### src/sv/tcphp_pkg.sv
// ----------------------------------------------------------------------------
// tcp header parser package
// item codes, result codes and the descriptor passed from front to back
// ----------------------------------------------------------------------------
`timescale 1ns / 1ps

package tcphp_pkg;

   // fixed tcp header size in bytes
   localparam int HDR_MIN = 20;
   localparam int QUEUE_DEPTH_DEF = 2;
   localparam logic [7:0] DOFF_MASK = 8'hF0;
   localparam logic [7:0] NS_MASK = 8'h01;
   localparam logic [15:0] DOFF_POS = 16'd12;
   localparam int FLAG_BITS = 8;

   typedef enum logic [1:0] {
      FUNC_START = 2'd0,
      FUNC_BYTE  = 2'd1,
      FUNC_END   = 2'd2
   } func_type;

   typedef enum logic [2:0] {
      ST_OK        = 3'd0,
      ST_OK_TRUNC  = 3'd1,
      ST_FRAGMENT  = 3'd2,
      ST_MALFORMED = 3'd3,
      ST_TRUNCATED = 3'd4
   } status_type;

   // input item payload, highest field first
   typedef struct packed {
      logic        pad;
      logic        ipv4_truncated;
      logic [15:0] payload_base;
      logic [12:0] fragment_offset;
      logic        more_fragments;
      logic [15:0] declared_length;
      logic [7:0]  seg_byte;
   } req_data_type;

   // classified end item on its way to the back end
   typedef struct packed {
      status_type           status;
      logic [16:0]          position;
      logic [5:0]           hlen;
      logic [15:0]          count;
      logic [19:0][7:0]     hdr;
   } desc_type;

   // result item payload, highest field first
   typedef struct packed {
      logic [15:0] payload_length;
      logic [15:0] urg_ptr;
      logic [15:0] checksum;
      logic [15:0] window;
      logic [8:0]  flags;
      logic [5:0]  hdr_len_bytes;
      logic [31:0] acknowledgment;
      logic [31:0] sequence_res;
      logic [15:0] dest_port;
      logic [15:0] src_port;
      logic [16:0] position;
   } rsp_data_type;

endpackage

### src/sv/tcphp_queue.sv
// ----------------------------------------------------------------------------
// tcp header parser descriptor queue
// small register fifo between the classifying front and the result back end
// ----------------------------------------------------------------------------
`timescale 1ns / 1ps

module tcphp_queue import tcphp_pkg::*; #(
   parameter int DEPTH = QUEUE_DEPTH_DEF,
   parameter int WIDTH = $bits(desc_type)
) (
   input  logic             clock,
   input  logic             reset,
   input  logic             push,
   input  logic [WIDTH-1:0] push_data,
   output logic             full,
   input  logic             pop,
   output logic             not_empty,
   output logic [WIDTH-1:0] pop_data
);

   localparam int PTR_W = (DEPTH > 1) ? $clog2(DEPTH) : 1;
   localparam int CNT_W = $clog2(DEPTH + 1);
   localparam logic [PTR_W-1:0] LAST = PTR_W'(DEPTH - 1);

   logic [WIDTH-1:0] entry_ff [DEPTH];
   logic [PTR_W-1:0] wr_ptr_ff, wr_ptr_in;
   logic [PTR_W-1:0] rd_ptr_ff, rd_ptr_in;
   logic [CNT_W-1:0] fill_ff, fill_in;
   logic             do_push, do_pop;

   assign full      = (fill_ff == CNT_W'(DEPTH));
   assign not_empty = (fill_ff != '0);
   assign pop_data  = entry_ff[rd_ptr_ff];
   assign do_push   = push && !full;
   assign do_pop    = pop && not_empty;

   // pointer and fill bookkeeping
   always_comb begin
      wr_ptr_in = wr_ptr_ff;
      rd_ptr_in = rd_ptr_ff;
      fill_in   = fill_ff;
      if (do_push) begin
         wr_ptr_in = (wr_ptr_ff == LAST) ? '0 : wr_ptr_ff + 1'b1;
      end
      if (do_pop) begin
         rd_ptr_in = (rd_ptr_ff == LAST) ? '0 : rd_ptr_ff + 1'b1;
      end
      if (do_push && !do_pop) begin
         fill_in = fill_ff + 1'b1;
      end else if (do_pop && !do_push) begin
         fill_in = fill_ff - 1'b1;
      end
   end

   always_ff @(posedge clock) begin
      if (reset) begin
         wr_ptr_ff <= '0;
         rd_ptr_ff <= '0;
         fill_ff   <= '0;
      end else begin
         wr_ptr_ff <= wr_ptr_in;
         rd_ptr_ff <= rd_ptr_in;
         fill_ff   <= fill_in;
      end
   end

   // entry storage
   always_ff @(posedge clock) begin
      if (do_push) begin
         entry_ff[wr_ptr_ff] <= push_data;
      end
   end

endmodule

### src/sv/tcphp_front.sv
// ----------------------------------------------------------------------------
// tcp header parser front end
// takes start, byte and end items, keeps the context and the first header
// bytes, and classifies each end item into a descriptor
// ----------------------------------------------------------------------------
`timescale 1ns / 1ps

module tcphp_front import tcphp_pkg::*; (
   input  logic         clock,
   input  logic         reset,
   input  logic         req_tvalid,
   output logic         req_tready,
   input  logic [1:0]   req_tuser,
   input  req_data_type req_tdata,
   input  logic         q_full,
   output logic         q_push,
   output desc_type     q_data
);

   localparam logic [15:0] HDR_MIN16 = 16'(HDR_MIN);
   localparam logic [5:0]  HDR_MIN6  = 6'(HDR_MIN);

   logic [15:0]     count_ff, count_in;
   logic [15:0]     decl_ff, decl_in;
   logic            frag_ff, frag_in;
   logic [15:0]     base_ff, base_in;
   logic            trunc_ff, trunc_in;
   logic [19:0][7:0] hdr_ff;
   logic            accept;
   logic            hdr_write;
   logic [5:0]      hlen;
   logic [7:0]      doff_byte;
   logic [16:0]     pos_count;
   logic [16:0]     pos_doff;
   logic [16:0]     pos_hlen;

   assign req_tready = !q_full;
   assign accept     = req_tvalid && req_tready;

   // context and byte count update
   always_comb begin
      count_in  = count_ff;
      decl_in   = decl_ff;
      frag_in   = frag_ff;
      base_in   = base_ff;
      trunc_in  = trunc_ff;
      hdr_write = 1'b0;
      q_push    = 1'b0;
      if (accept) begin
         case (req_tuser)
            FUNC_START: begin
               decl_in  = req_tdata.declared_length;
               frag_in  = req_tdata.more_fragments || (req_tdata.fragment_offset != '0);
               base_in  = req_tdata.payload_base;
               trunc_in = req_tdata.ipv4_truncated;
               count_in = '0;
            end
            FUNC_BYTE: begin
               hdr_write = (count_ff < HDR_MIN16);
               if (count_ff != 16'hFFFF) begin
                  count_in = count_ff + 1'b1;
               end
            end
            FUNC_END: begin
               q_push = 1'b1;
            end
            default: begin
            end
         endcase
      end
   end

   always_ff @(posedge clock) begin
      if (reset) begin
         count_ff <= '0;
         decl_ff  <= '0;
         frag_ff  <= 1'b0;
         base_ff  <= '0;
         trunc_ff <= 1'b0;
      end else begin
         count_ff <= count_in;
         decl_ff  <= decl_in;
         frag_ff  <= frag_in;
         base_ff  <= base_in;
         trunc_ff <= trunc_in;
      end
   end

   // header byte store, written at the running count
   always_ff @(posedge clock) begin
      if (hdr_write) begin
         hdr_ff[count_ff[4:0]] <= req_tdata.seg_byte;
      end
   end

   // header length from the data offset nibble of byte 12
   assign doff_byte = hdr_ff[12] & DOFF_MASK;
   assign hlen      = {doff_byte[7:4], 2'b00};
   assign pos_count = {1'b0, base_ff} + {1'b0, count_ff};
   assign pos_doff  = {1'b0, base_ff} + {1'b0, DOFF_POS};
   assign pos_hlen  = {1'b0, base_ff} + {11'd0, hlen};

   // classify the end item in check order
   always_comb begin
      q_data.hdr   = hdr_ff;
      q_data.count = count_ff;
      q_data.hlen  = hlen;
      if (frag_ff) begin
         q_data.status   = ST_FRAGMENT;
         q_data.position = {1'b0, base_ff};
      end else if (decl_ff < HDR_MIN16) begin
         q_data.status   = ST_MALFORMED;
         q_data.position = {1'b0, base_ff};
      end else if (count_ff < HDR_MIN16) begin
         q_data.status   = ST_TRUNCATED;
         q_data.position = pos_count;
      end else if ((hlen < HDR_MIN6) || ({10'd0, hlen} > decl_ff)) begin
         q_data.status   = ST_MALFORMED;
         q_data.position = pos_doff;
      end else if (count_ff < {10'd0, hlen}) begin
         q_data.status   = ST_TRUNCATED;
         q_data.position = pos_count;
      end else begin
         q_data.status   = trunc_ff ? ST_OK_TRUNC : ST_OK;
         q_data.position = pos_hlen;
      end
   end

endmodule

### src/sv/tcphp_back.sv
// ----------------------------------------------------------------------------
// tcp header parser back end
// turns a classified descriptor into the result item and holds it in the
// output register until the receiver takes it
// ----------------------------------------------------------------------------
`timescale 1ns / 1ps

module tcphp_back import tcphp_pkg::*; (
   input  logic         clock,
   input  logic         reset,
   input  logic         q_valid,
   input  desc_type     q_data,
   output logic         q_pop,
   output logic         rsp_tvalid,
   input  logic         rsp_tready,
   output logic [2:0]   rsp_tuser,
   output rsp_data_type rsp_tdata
);

   logic         rsp_valid_ff, rsp_valid_in;
   status_type   status_ff;
   rsp_data_type data_ff, data_in;
   logic         load;
   logic         ok;
   logic [7:0]   ns_byte;

   assign load = q_valid && (!rsp_valid_ff || rsp_tready);
   assign q_pop = load;
   assign ok = (q_data.status == ST_OK) || (q_data.status == ST_OK_TRUNC);
   assign ns_byte = q_data.hdr[12] & NS_MASK;

   // field extraction, all fields but the position zero on any failure
   always_comb begin
      data_in = '0;
      data_in.position = q_data.position;
      if (ok) begin
         data_in.src_port       = {q_data.hdr[0], q_data.hdr[1]};
         data_in.dest_port      = {q_data.hdr[2], q_data.hdr[3]};
         data_in.sequence_res   = {q_data.hdr[4], q_data.hdr[5], q_data.hdr[6], q_data.hdr[7]};
         data_in.acknowledgment = {q_data.hdr[8], q_data.hdr[9], q_data.hdr[10],
                                   q_data.hdr[11]};
         data_in.hdr_len_bytes  = q_data.hlen;
         data_in.flags          = {ns_byte[0], q_data.hdr[13][FLAG_BITS-1:0]};
         data_in.window         = {q_data.hdr[14], q_data.hdr[15]};
         data_in.checksum       = {q_data.hdr[16], q_data.hdr[17]};
         data_in.urg_ptr        = {q_data.hdr[18], q_data.hdr[19]};
         data_in.payload_length = q_data.count - {10'd0, q_data.hlen};
      end
   end

   // output register handshake
   always_comb begin
      rsp_valid_in = rsp_valid_ff;
      if (load) begin
         rsp_valid_in = 1'b1;
      end else if (rsp_tready) begin
         rsp_valid_in = 1'b0;
      end
   end

   always_ff @(posedge clock) begin
      if (reset) begin
         rsp_valid_ff <= 1'b0;
      end else begin
         rsp_valid_ff <= rsp_valid_in;
      end
   end

   always_ff @(posedge clock) begin
      if (load) begin
         status_ff <= q_data.status;
         data_ff   <= data_in;
      end
   end

   assign rsp_tvalid = rsp_valid_ff;
   assign rsp_tuser  = status_ff;
   assign rsp_tdata  = data_ff;

endmodule

### src/sv/tcp_header_parser_unit.sv
// ----------------------------------------------------------------------------
// tcp header parser unit
// parses the fixed tcp header from a byte stream of the ipv4 payload
// ----------------------------------------------------------------------------
// usage
//   req channel: tuser selects the item kind (start with context, segment
//   byte, end of segment). a start item loads the packet context and clears
//   the byte count; byte items are counted and the first 20 are kept.
//   rsp channel: one result item per end item, status in tuser and the
//   parsed header fields in tdata; start and byte items give no result.
//   throughput: one item per cycle while the queue is not full, bytes and end items back to back.
//   path: an accepted end item is classified into the descriptor queue as
//   it is taken in, then loads the output register when that is free, and
//   is offered to the receiver from there.
//   stall: while rsp_tready is low the result holds; the queue absorbs
//   further end items and req_tready drops only when the queue is full.
//   reset: clears the context, byte count, queue and output valid; the
//   header byte store is not cleared.
// ----------------------------------------------------------------------------
`timescale 1ns / 1ps

module tcp_header_parser_unit import tcphp_pkg::*; #(
   parameter int QUEUE_DEPTH = QUEUE_DEPTH_DEF
) (
   input  logic          clock,
   input  logic          reset,
   input  logic          req_tvalid,
   output logic          req_tready,
   // func
   input  logic [1:0]    req_tuser,
   // seg_byte, declared_length, more_fragments, fragment_offset,
   // payload_base, ipv4_truncated, zero pad
   input  logic [55:0]   req_tdata,
   output logic          rsp_tvalid,
   input  logic          rsp_tready,
   // status
   output logic [2:0]    rsp_tuser,
   // position, src_port, dest_port, sequence_res, acknowledgment,
   // hdr_len_bytes, flags, window, checksum, urg_ptr, payload_length
   output logic [191:0]  rsp_tdata
);

   localparam int DESC_W = $bits(desc_type);

   logic         q_full;
   logic         q_push;
   desc_type     q_push_data;
   logic         q_pop;
   logic         q_valid;
   desc_type     q_pop_data;
   rsp_data_type rsp_data;

   tcphp_front u_front (
      .clock      (clock),
      .reset      (reset),
      .req_tvalid (req_tvalid),
      .req_tready (req_tready),
      .req_tuser  (req_tuser),
      .req_tdata  (req_data_type'(req_tdata)),
      .q_full     (q_full),
      .q_push     (q_push),
      .q_data     (q_push_data)
   );

   tcphp_queue #(
      .DEPTH (QUEUE_DEPTH),
      .WIDTH (DESC_W)
   ) u_queue (
      .clock     (clock),
      .reset     (reset),
      .push      (q_push),
      .push_data (q_push_data),
      .full      (q_full),
      .pop       (q_pop),
      .not_empty (q_valid),
      .pop_data  (q_pop_data)
   );

   tcphp_back u_back (
      .clock      (clock),
      .reset      (reset),
      .q_valid    (q_valid),
      .q_data     (q_pop_data),
      .q_pop      (q_pop),
      .rsp_tvalid (rsp_tvalid),
      .rsp_tready (rsp_tready),
      .rsp_tuser  (rsp_tuser),
      .rsp_tdata  (rsp_data)
   );

   assign rsp_tdata = rsp_data;

endmodule

### config.mk
export PLATFORM = sky130hd
export DESIGN_NAME = tcp_header_parser_unit
export DESIGN_NICKNAME = d
export VERILOG_FILES = /design/src/sv/tcphp_pkg.sv /design/src/sv/tcphp_queue.sv /design/src/sv/tcphp_front.sv /design/src/sv/tcphp_back.sv /design/src/sv/tcp_header_parser_unit.sv
export SDC_FILE = /design/constraint.sdc
export NUM_CORES = 1
export LEC_CHECK = 0
export ABC_AREA = 1
export BUFFER_PORTS_ARGS = -buffer_cell sky130_fd_sc_hd__buf_2
export CORE_MARGIN = 3
export CORE_UTILIZATION = 45
export CTS_CLUSTER_DIAMETER = 100
export DETAILED_ROUTE_END_ITERATION = 12
export GPL_TIMING_DRIVEN = 0
export PLACE_DENSITY = 0.71
export SETUP_SLACK_MARGIN = 0.2
export SLEW_MARGIN = 20
export SYNTH_ARGS = -nofsm -noshare
export SYNTH_HDL_FRONTEND = slang
export SYNTH_SLANG_ARGS = --single-unit
### constraint.sdc
create_clock -name clock -period 12.8 [get_ports clock]
set_clock_uncertainty 0.15 [all_clocks]
set_input_delay 2.56 -clock clock [delete_from_list [all_inputs] [get_ports clock]]
set_output_delay 2.56 -clock clock [all_outputs]
set_load 0.005 [all_outputs]
== Word-level counts from Yosys, hierarchy flattened ==
Memory sizes are Yosys's and may differ from the RTL's. A register that Yosys moved wholly into a read port is not among the register bits.
Index checks and enable logic that the tools add are counted.

* Flip-flop bits (word level): 410
* Bits in writable memories: 400
* Input port bits: 62
* Output and inout port bits: 197
* Word-level logic and storage cells: 113
* Memories: 1

{| class="wikitable"
|+ Memory list
! memory !! words !! bits a word !! read ports !! clocked after memory_dff !! write ports !! RTL line !! source
|-
| u_queue.entry_ff || 2 || 200 || 1 || 1 || 1 || tcphp_queue.sv:25 || <nowiki>logic [WIDTH-1:0] entry_ff [DEPTH];</nowiki>
|}

* Add/sub/neg operators: 9
* Order comparisons: 7
* Equal/unequal tests: 6
* Muxes and demuxes: 25
* Reductions and logical operators: 24

{| class="wikitable"
|+ Operator list
! kind !! count
|-
| 160-bit bitwise mux || 1
|-
| 20-bit two-way mux || 5
|-
| 8-bit demux with 5-bit select || 1
|-
| 16-bit by 5-bit < comparator with 1-bit output (second input constant) || 2
|-
| 16-bit case mux with 2 select lines || 1
|-
| 16-bit by 16-bit adder with 17-bit output || 1
|-
| 16-bit by 4-bit adder with 17-bit output (second input constant) || 1
|-
| 16-bit by 6-bit adder with 17-bit output || 1
|-
| 16-bit by 1-bit adder with 16-bit output (second input constant) || 1
|-
| 6-bit by 16-bit greater-than comparator with 1-bit output || 1
|-
| 16-bit by 6-bit < comparator with 1-bit output || 1
|-
| 16-bit two-way mux || 1
|-
| 16-bit inequality test (second input constant) || 1
|-
| 16-bit by 6-bit subtractor with 16-bit output || 1
|-
| 1-bit two-way mux || 13
|-
| 13-bit nonzero test || 1
|-
| 8-bit two-way mux || 1
|-
| 2-bit nonzero test || 4
|-
| 1-bit logical AND || 7
|-
| 5-bit by 6-bit < comparator with 1-bit output (second input constant) || 1
|-
| 6-bit by 5-bit < comparator with 1-bit output (second input constant) || 1
|-
| 5-bit by 1-bit greater-or-equal comparator with 1-bit output (second input constant) || 1
|-
| 2-bit equality test (second input constant) || 2
|-
| 1-bit logical NOT || 4
|-
| 12 further kinds || 17
|}

== Depth between registers and ports, before layout ==
* Depth after elaboration: 9
* Mapped depth: 19
* Gate-level depth less buffers: 16

== Hierarchy ==
A second synthesis with hierarchy kept.

* Cells, all modules: 2310
* Area, all modules: 32287.2 um^2

{| class="wikitable"
|+ Modules (own cells, without submodules)
! module !! instances !! cells each !! area each (um^2) !! seq. area each (um^2)
|-
| tcphp_queue || 1 || 665 || 14874.3 || 12231.7
|-
| tcphp_front || 1 || 969 || 9524.1 || 5805.6
|-
| tcphp_back || 1 || 676 || 7888.8 || 5875.6
|}

== Worst setup path before layout ==
Ideal clock, no wire load.

* Path type: input to register
* Start: in rsp_tready
* End: reg u_queue.fill_ff[1]
* Setup time: 0.122 ns
* Arrival time: 13.366 ns
* Required time: 12.528 ns
* Slack: -0.838 ns
* Stages: 8
* Path buffers: 0
* Cells stage by stage: nor2_1 -> a21oi_1 -> inv_1 -> ha_1 -> a21oi_1 -> o21ai_0 -> o21ai_0 -> a21oi_1

* Longest elaborated chain between the ends: 6
* Elaborated cells between the ends (all ways): 8
* Those cells by class: 1 x mux; 7 x reduce/logical

{| class="wikitable"
|+ RTL lines
! element !! RTL line !! source
|-
| start, declared || tcp_header_parser_unit.sv:35 || <nowiki>input logic rsp_tready,</nowiki>
|-
| 1-bit logical OR (*) || tcphp_back.sv:27 || <nowiki>assign load = q_valid && (!rsp_valid_ff || rsp_tready);</nowiki>
|-
| 1-bit logical AND (*) || tcphp_back.sv:27 ||
|-
| net q_pop || tcp_header_parser_unit.sv:48 || <nowiki>logic q_pop;</nowiki>
|-
| 1-bit logical AND (*) || tcphp_queue.sv:35 || <nowiki>assign do_pop = pop && not_empty;</nowiki>
|-
| 1-bit logical NOT || tcphp_queue.sv:48 || <nowiki>if (do_push && !do_pop) begin</nowiki>
|-
| 1-bit logical AND || tcphp_queue.sv:48 ||
|-
| 2-bit two-way mux / 2-bit nonzero test (equally long branches) || - ||
|-
| end signal, assigned || tcphp_queue.sv:63 || <nowiki>fill_ff <= fill_in;</nowiki>
|-
| end, declared || tcphp_queue.sv:28 || <nowiki>logic [CNT_W-1:0] fill_ff, fill_in;</nowiki>
|}

The timed path passes the listed nets; every way through them passes the cells marked *.
A chain may end at the register's enable or synchronous reset.

== Worst setup path after layout ==
* Start: in req_tvalid
* End: mem u_queue.entry_ff[1][88] (netlist bit) (enable)

* Longest elaborated chain between the ends: 5

{| class="wikitable"
|+ RTL lines
! element !! RTL line !! source
|-
| start, declared || tcp_header_parser_unit.sv:27 || <nowiki>input logic req_tvalid,</nowiki>
|-
| 1-bit logical AND || tcphp_front.sv:38 || <nowiki>assign accept = req_tvalid && req_tready;</nowiki>
|-
| 1-bit two-way mux || tcphp_front.sv:49 || <nowiki>if (accept) begin</nowiki>
|-
| 1-bit logical AND || tcphp_queue.sv:34 || <nowiki>assign do_push = push && !full;</nowiki>
|-
| net u_queue.do_push || tcphp_queue.sv:29 || <nowiki>logic do_push, do_pop;</nowiki>
|-
| 1-bit two-way mux || tcphp_queue.sv:69 || <nowiki>if (do_push) begin</nowiki>
|-
| 1-bit two-way mux (implied by the code) || tcphp_queue.sv:70 || <nowiki>entry_ff[wr_ptr_ff] <= push_data;</nowiki>
|-
| end, declared || tcphp_queue.sv:25 ||
|}

The timed path passes the listed nets, and every way through them passes these cells.

==> summary.txt <==
Yosys
  – Mapped cell area: roughly 30000 um^2
  – Unique masters post-synth: 50
  – Post-synthesis register bit count: between 700 and 800
  – Synth async-reset ratio: 0%
  – Most used DFF post-synth: edfxtp_1
  – Yosys warnings: 0
  – Avg Inst Size Synth: 13.4 um^2
  – EDFF count, synth: around 740
  – Mapped Cells: approximately 2200
  – Seq/Total Area, Yosys: between 70 and 80%

Worst setup path
  – Biggest cell delay along the critical path: between 0.5 and 0.6 ns
  – Cell mode on critical path: buf_16
  – Reg2Reg Depth: 14
  – Crit path arrival time: slightly below 5 ns
  – CP max-delay cell: nor2_4
  – Critical Path Start Type: primary input
  – CP endpoint kind: flop
  – Crit path max-delay family: buffers and inverters
  – CP required: approximately 13 ns
  – Worst Path Buf+Inv: 7
  – Stages on the worst setup path: 10
  – WS Path Type: in -> reg
  – Max FO, Critical Path: 24
  – Worst-path cell chain: buf_2, nand2_1, nor3_1, inv_1, nor2_4, buf_12, buf_16, buf_16, buf_16, buf_16

Clocking
  – Buffer levels on the longest clock path: 3
  – Clk sinks: between 700 and 800
  – Reg clk slew, reported paths: ~0.06 ns
  – TritonCTS Buffers: 79
  – Root Buffer: clkbuf_16
  – Hold_buf cts: 0
  – Post-CTS setup buffer count: 0
  – CTS tree: done
  – H-tree depth: 3
  – CTS resizes: 0
  – Clock Latency Late Sink: around 0.62 ns

Final layout
  – Layout cells sized above 1: between 10% and 20%
  – Fin area: ~36000 um^2
  – # fillers: approximately 5300
  – Final Non-Filler Cells: 3528
  – Antenna cells: 0
  – Layout area overhead: 19.1%
  – Register Area: around 23000 um^2
  – Nets@finish: ~2700
  – Area of the multi-input gates: about 6000 um^2

Timing
  – Part of the cycle the worst path needs: roughly 37%
  – Max-slew violations: 0
  – Hold Violations, Final: 0
  – Tmin final: about 4.7 ns
  – RSZ-0062 raised after global routing: false
  – Final hold slack: about 0.28 ns
  – Worst slew pin tran: around 1.1 ns
  – Setup violations, final: 0
  – Maximum achievable frequency: 213 MHz
  – Slew headroom: between 20 and 30%
  – Setup TNS: 0 ns

Route
  – DR pass1 iterations: 6
  – Post-DRT Antenna Nets: 0
  – 1st-iter DRT viols: between 1500 and 2000
  – # DRC: 0
  – Via count: approximately 18000
  – Wire per inst: approximately 19 um
  – DRT Wirelength: between 60 and 70 mm
  – Via/cell ratio: about 5.2

Placed design
  – Post-DP HPWL: ~48 mm
  – Placer Congestion: about 0.85
  – Placed Instances: about 3400
  – Port Buffers: roughly 260
  – Placed cell area: ~33000 um^2

Floorplan
  – Die height: roughly 260 um
  – Starting Density: roughly 46%
  – Die W: between 200 and 300 um
  – Num rows: 94
  – Die footprint: approximately 70000 um^2
  – Total core area: 65900 um^2
  – Top-Level Pins: about 260

Run status
  – Status: finished, final reports clean

Power and ir drop
  – PD cells: ~200 nW/um^2
  – Maximum vdd drop: around 0.13 mV
  – LEAKAGE: roughly 13 nW

Hold path
  – WHS Path Cells: 0
  – Hold crit path type: reg -> reg

Global routing
  – Vias in the first global route: roughly 18000
  – GRT overflow: 0
  – Initial antenna violation count: 0
  – Gr usage total: between 10% and 20%
  – First-pass GRT wire length: 104 mm
  – Largest net degree at the start of global routing: 29

Run
  – Max-Cap Viols: 0
placed cells by master, fill, tap and decap left out, types with 54 or more instances in the layout:
| cell type | Yosys | routed |
|---|---|---|
| inv_1 | 111 | 111 |
| clkbuf_16 | 0 | 82 |
| clkbuf_1 | 39 | 54 |
| o21ai_0 | 62 | 62 |
| a21oi_1 | 240 | 239 |
| nor2_1 | 118 | 116 |
| nand2_1 | 611 | 611 |
| nand3_1 | 63 | 63 |
| edfxtp_1 | 736 | 736 |
| buf_2 | 30 | 285 |
| dfxtp_1 | 56 | 56 |
cells by family (layout without fill, tap and decap cells):
logic type	after synthesis	count (layout)	share of synthesized area (%)
xor gates and xnor gates	29	29	0.846
adders and majority gates	40	40	1.74
buffers and inverters	193	622	2.69
and+or+nand+nor	848	848	11.5
other	1	2	0.0125
muxes	8	8	0.321
DFF	792	792	77.4
AOI/OAI and AO/OA	323	323	5.55
final cells by class:
type | instances | share of cell area, %
flip-flops and latches | 792 | 65.0
plain buffers | 78 | 1.04
inverters | 115 | 1.21
clock inverters | 46 | 1.26
multi-input cells | 1250 | 16.8
clock buffers | 99 | 5.98
well taps | 864 | 3.02
repair buffers | 284 | 5.70
worst reg2reg max path, delay by kind of cell, from the launching register on:
family / cells / cell delay [ns]
flops: 1 / 0.32
compound gates: 3 / 0.51
buf+inv: 5 / 1.41
simple gates: 5 / 0.76
fa+ha+maj: 1 / 0.28
path summary, 6_finish.rpt:
path / to / start / slack, ns
max: u_queue.entry_ff[1][88] / req_tvalid / 8.10
min: u_queue.entry_ff[1][140] / u_front.q_data[140] / 0.28
max reg2reg: u_back.rsp_tdata[186] / flop / 9.08
min reg2reg: u_queue.entry_ff[1][140] / u_front.q_data[140] / 0.28
per-layer routing:
| metal | vias up | track usage (%) | wire, um | part of all wire (%) |
|---|---|---|---|---|
| li1 | 8608 | - | - | - |
| met1 | 8818 | 24.9 | 27600 | 40 |
| met2 | 681 | 33.8 | 34400 | 50 |
| met3 | 124 | 3.21 | 4640 | 6.8 |
| met4 | 0 | 7.13 | 2040 | 3.0 |
| met5 | - | 0 | 0 | 0 |
power by group:
group	leakage [nW]	total, mW	switching (mW)	internal (mW)
clock network	1.26	2.27	0.950	1.32
registers	7.31	3.41	0.123	3.28
logic	4.74	1.39	0.900	0.491
total	13.3	7.06	1.97	5.09
synthesized netlist by cell type, types with 6 or more instances:
| library cell | number | area [um^2] |
|---|---|---|
| mux2i_1 | 6 | 60.1 |
| or2_1 | 6 | 37.5 |
| edfxtp_1 | 736 | 22100 |
| nor2_1 | 118 | 443 |
| nor3_1 | 12 | 60.1 |
| ha_1 | 37 | 463 |
| dfxtp_1 | 56 | 1120 |
| nand2_1 | 611 | 2290 |
| buf_2 | 30 | 150 |
| a21oi_1 | 240 | 1200 |
| o21ai_0 | 62 | 310 |
| clkbuf_1 | 39 | 146 |
| nand4_1 | 8 | 50.1 |
| nor2_2 | 6 | 37.5 |
| xor2_1 | 27 | 236 |
| nand3_1 | 63 | 315 |
| inv_1 | 111 | 417 |
registers in the layout, summed over array words and instances (netlist names), named ones only:
signal             count
u_queue.entry_ff     386
u_front.decl_ff       16
u_queue.rd_ptr_ff      1
u_front.frag_ff        1
u_front.base_ff       16
u_back.rsp_tvalid      1
u_queue.fill_ff        2
u_back.rsp_tdata     190
u_queue.wr_ptr_ff      1
u_back.rsp_tuser       3
u_front.trunc_ff       1
u_front.count_ff      16
u_front.q_data       157
metrics by stage:
step | worst slack (ns) | utilization [%] | total power [mW]
after floorplan | 0.871 | - | 4.18
after global placement | -3.78 | 49.2 | 4.82
after detailed placement | 7.47 | 50.3 | 4.87
after CTS | 8.12 | 54.3 | 7.14
after global routing | 7.98 | 54.3 | 7.40
final | 8.10 | 54.3 | 7.06
(Power assumes the default switching activity.)
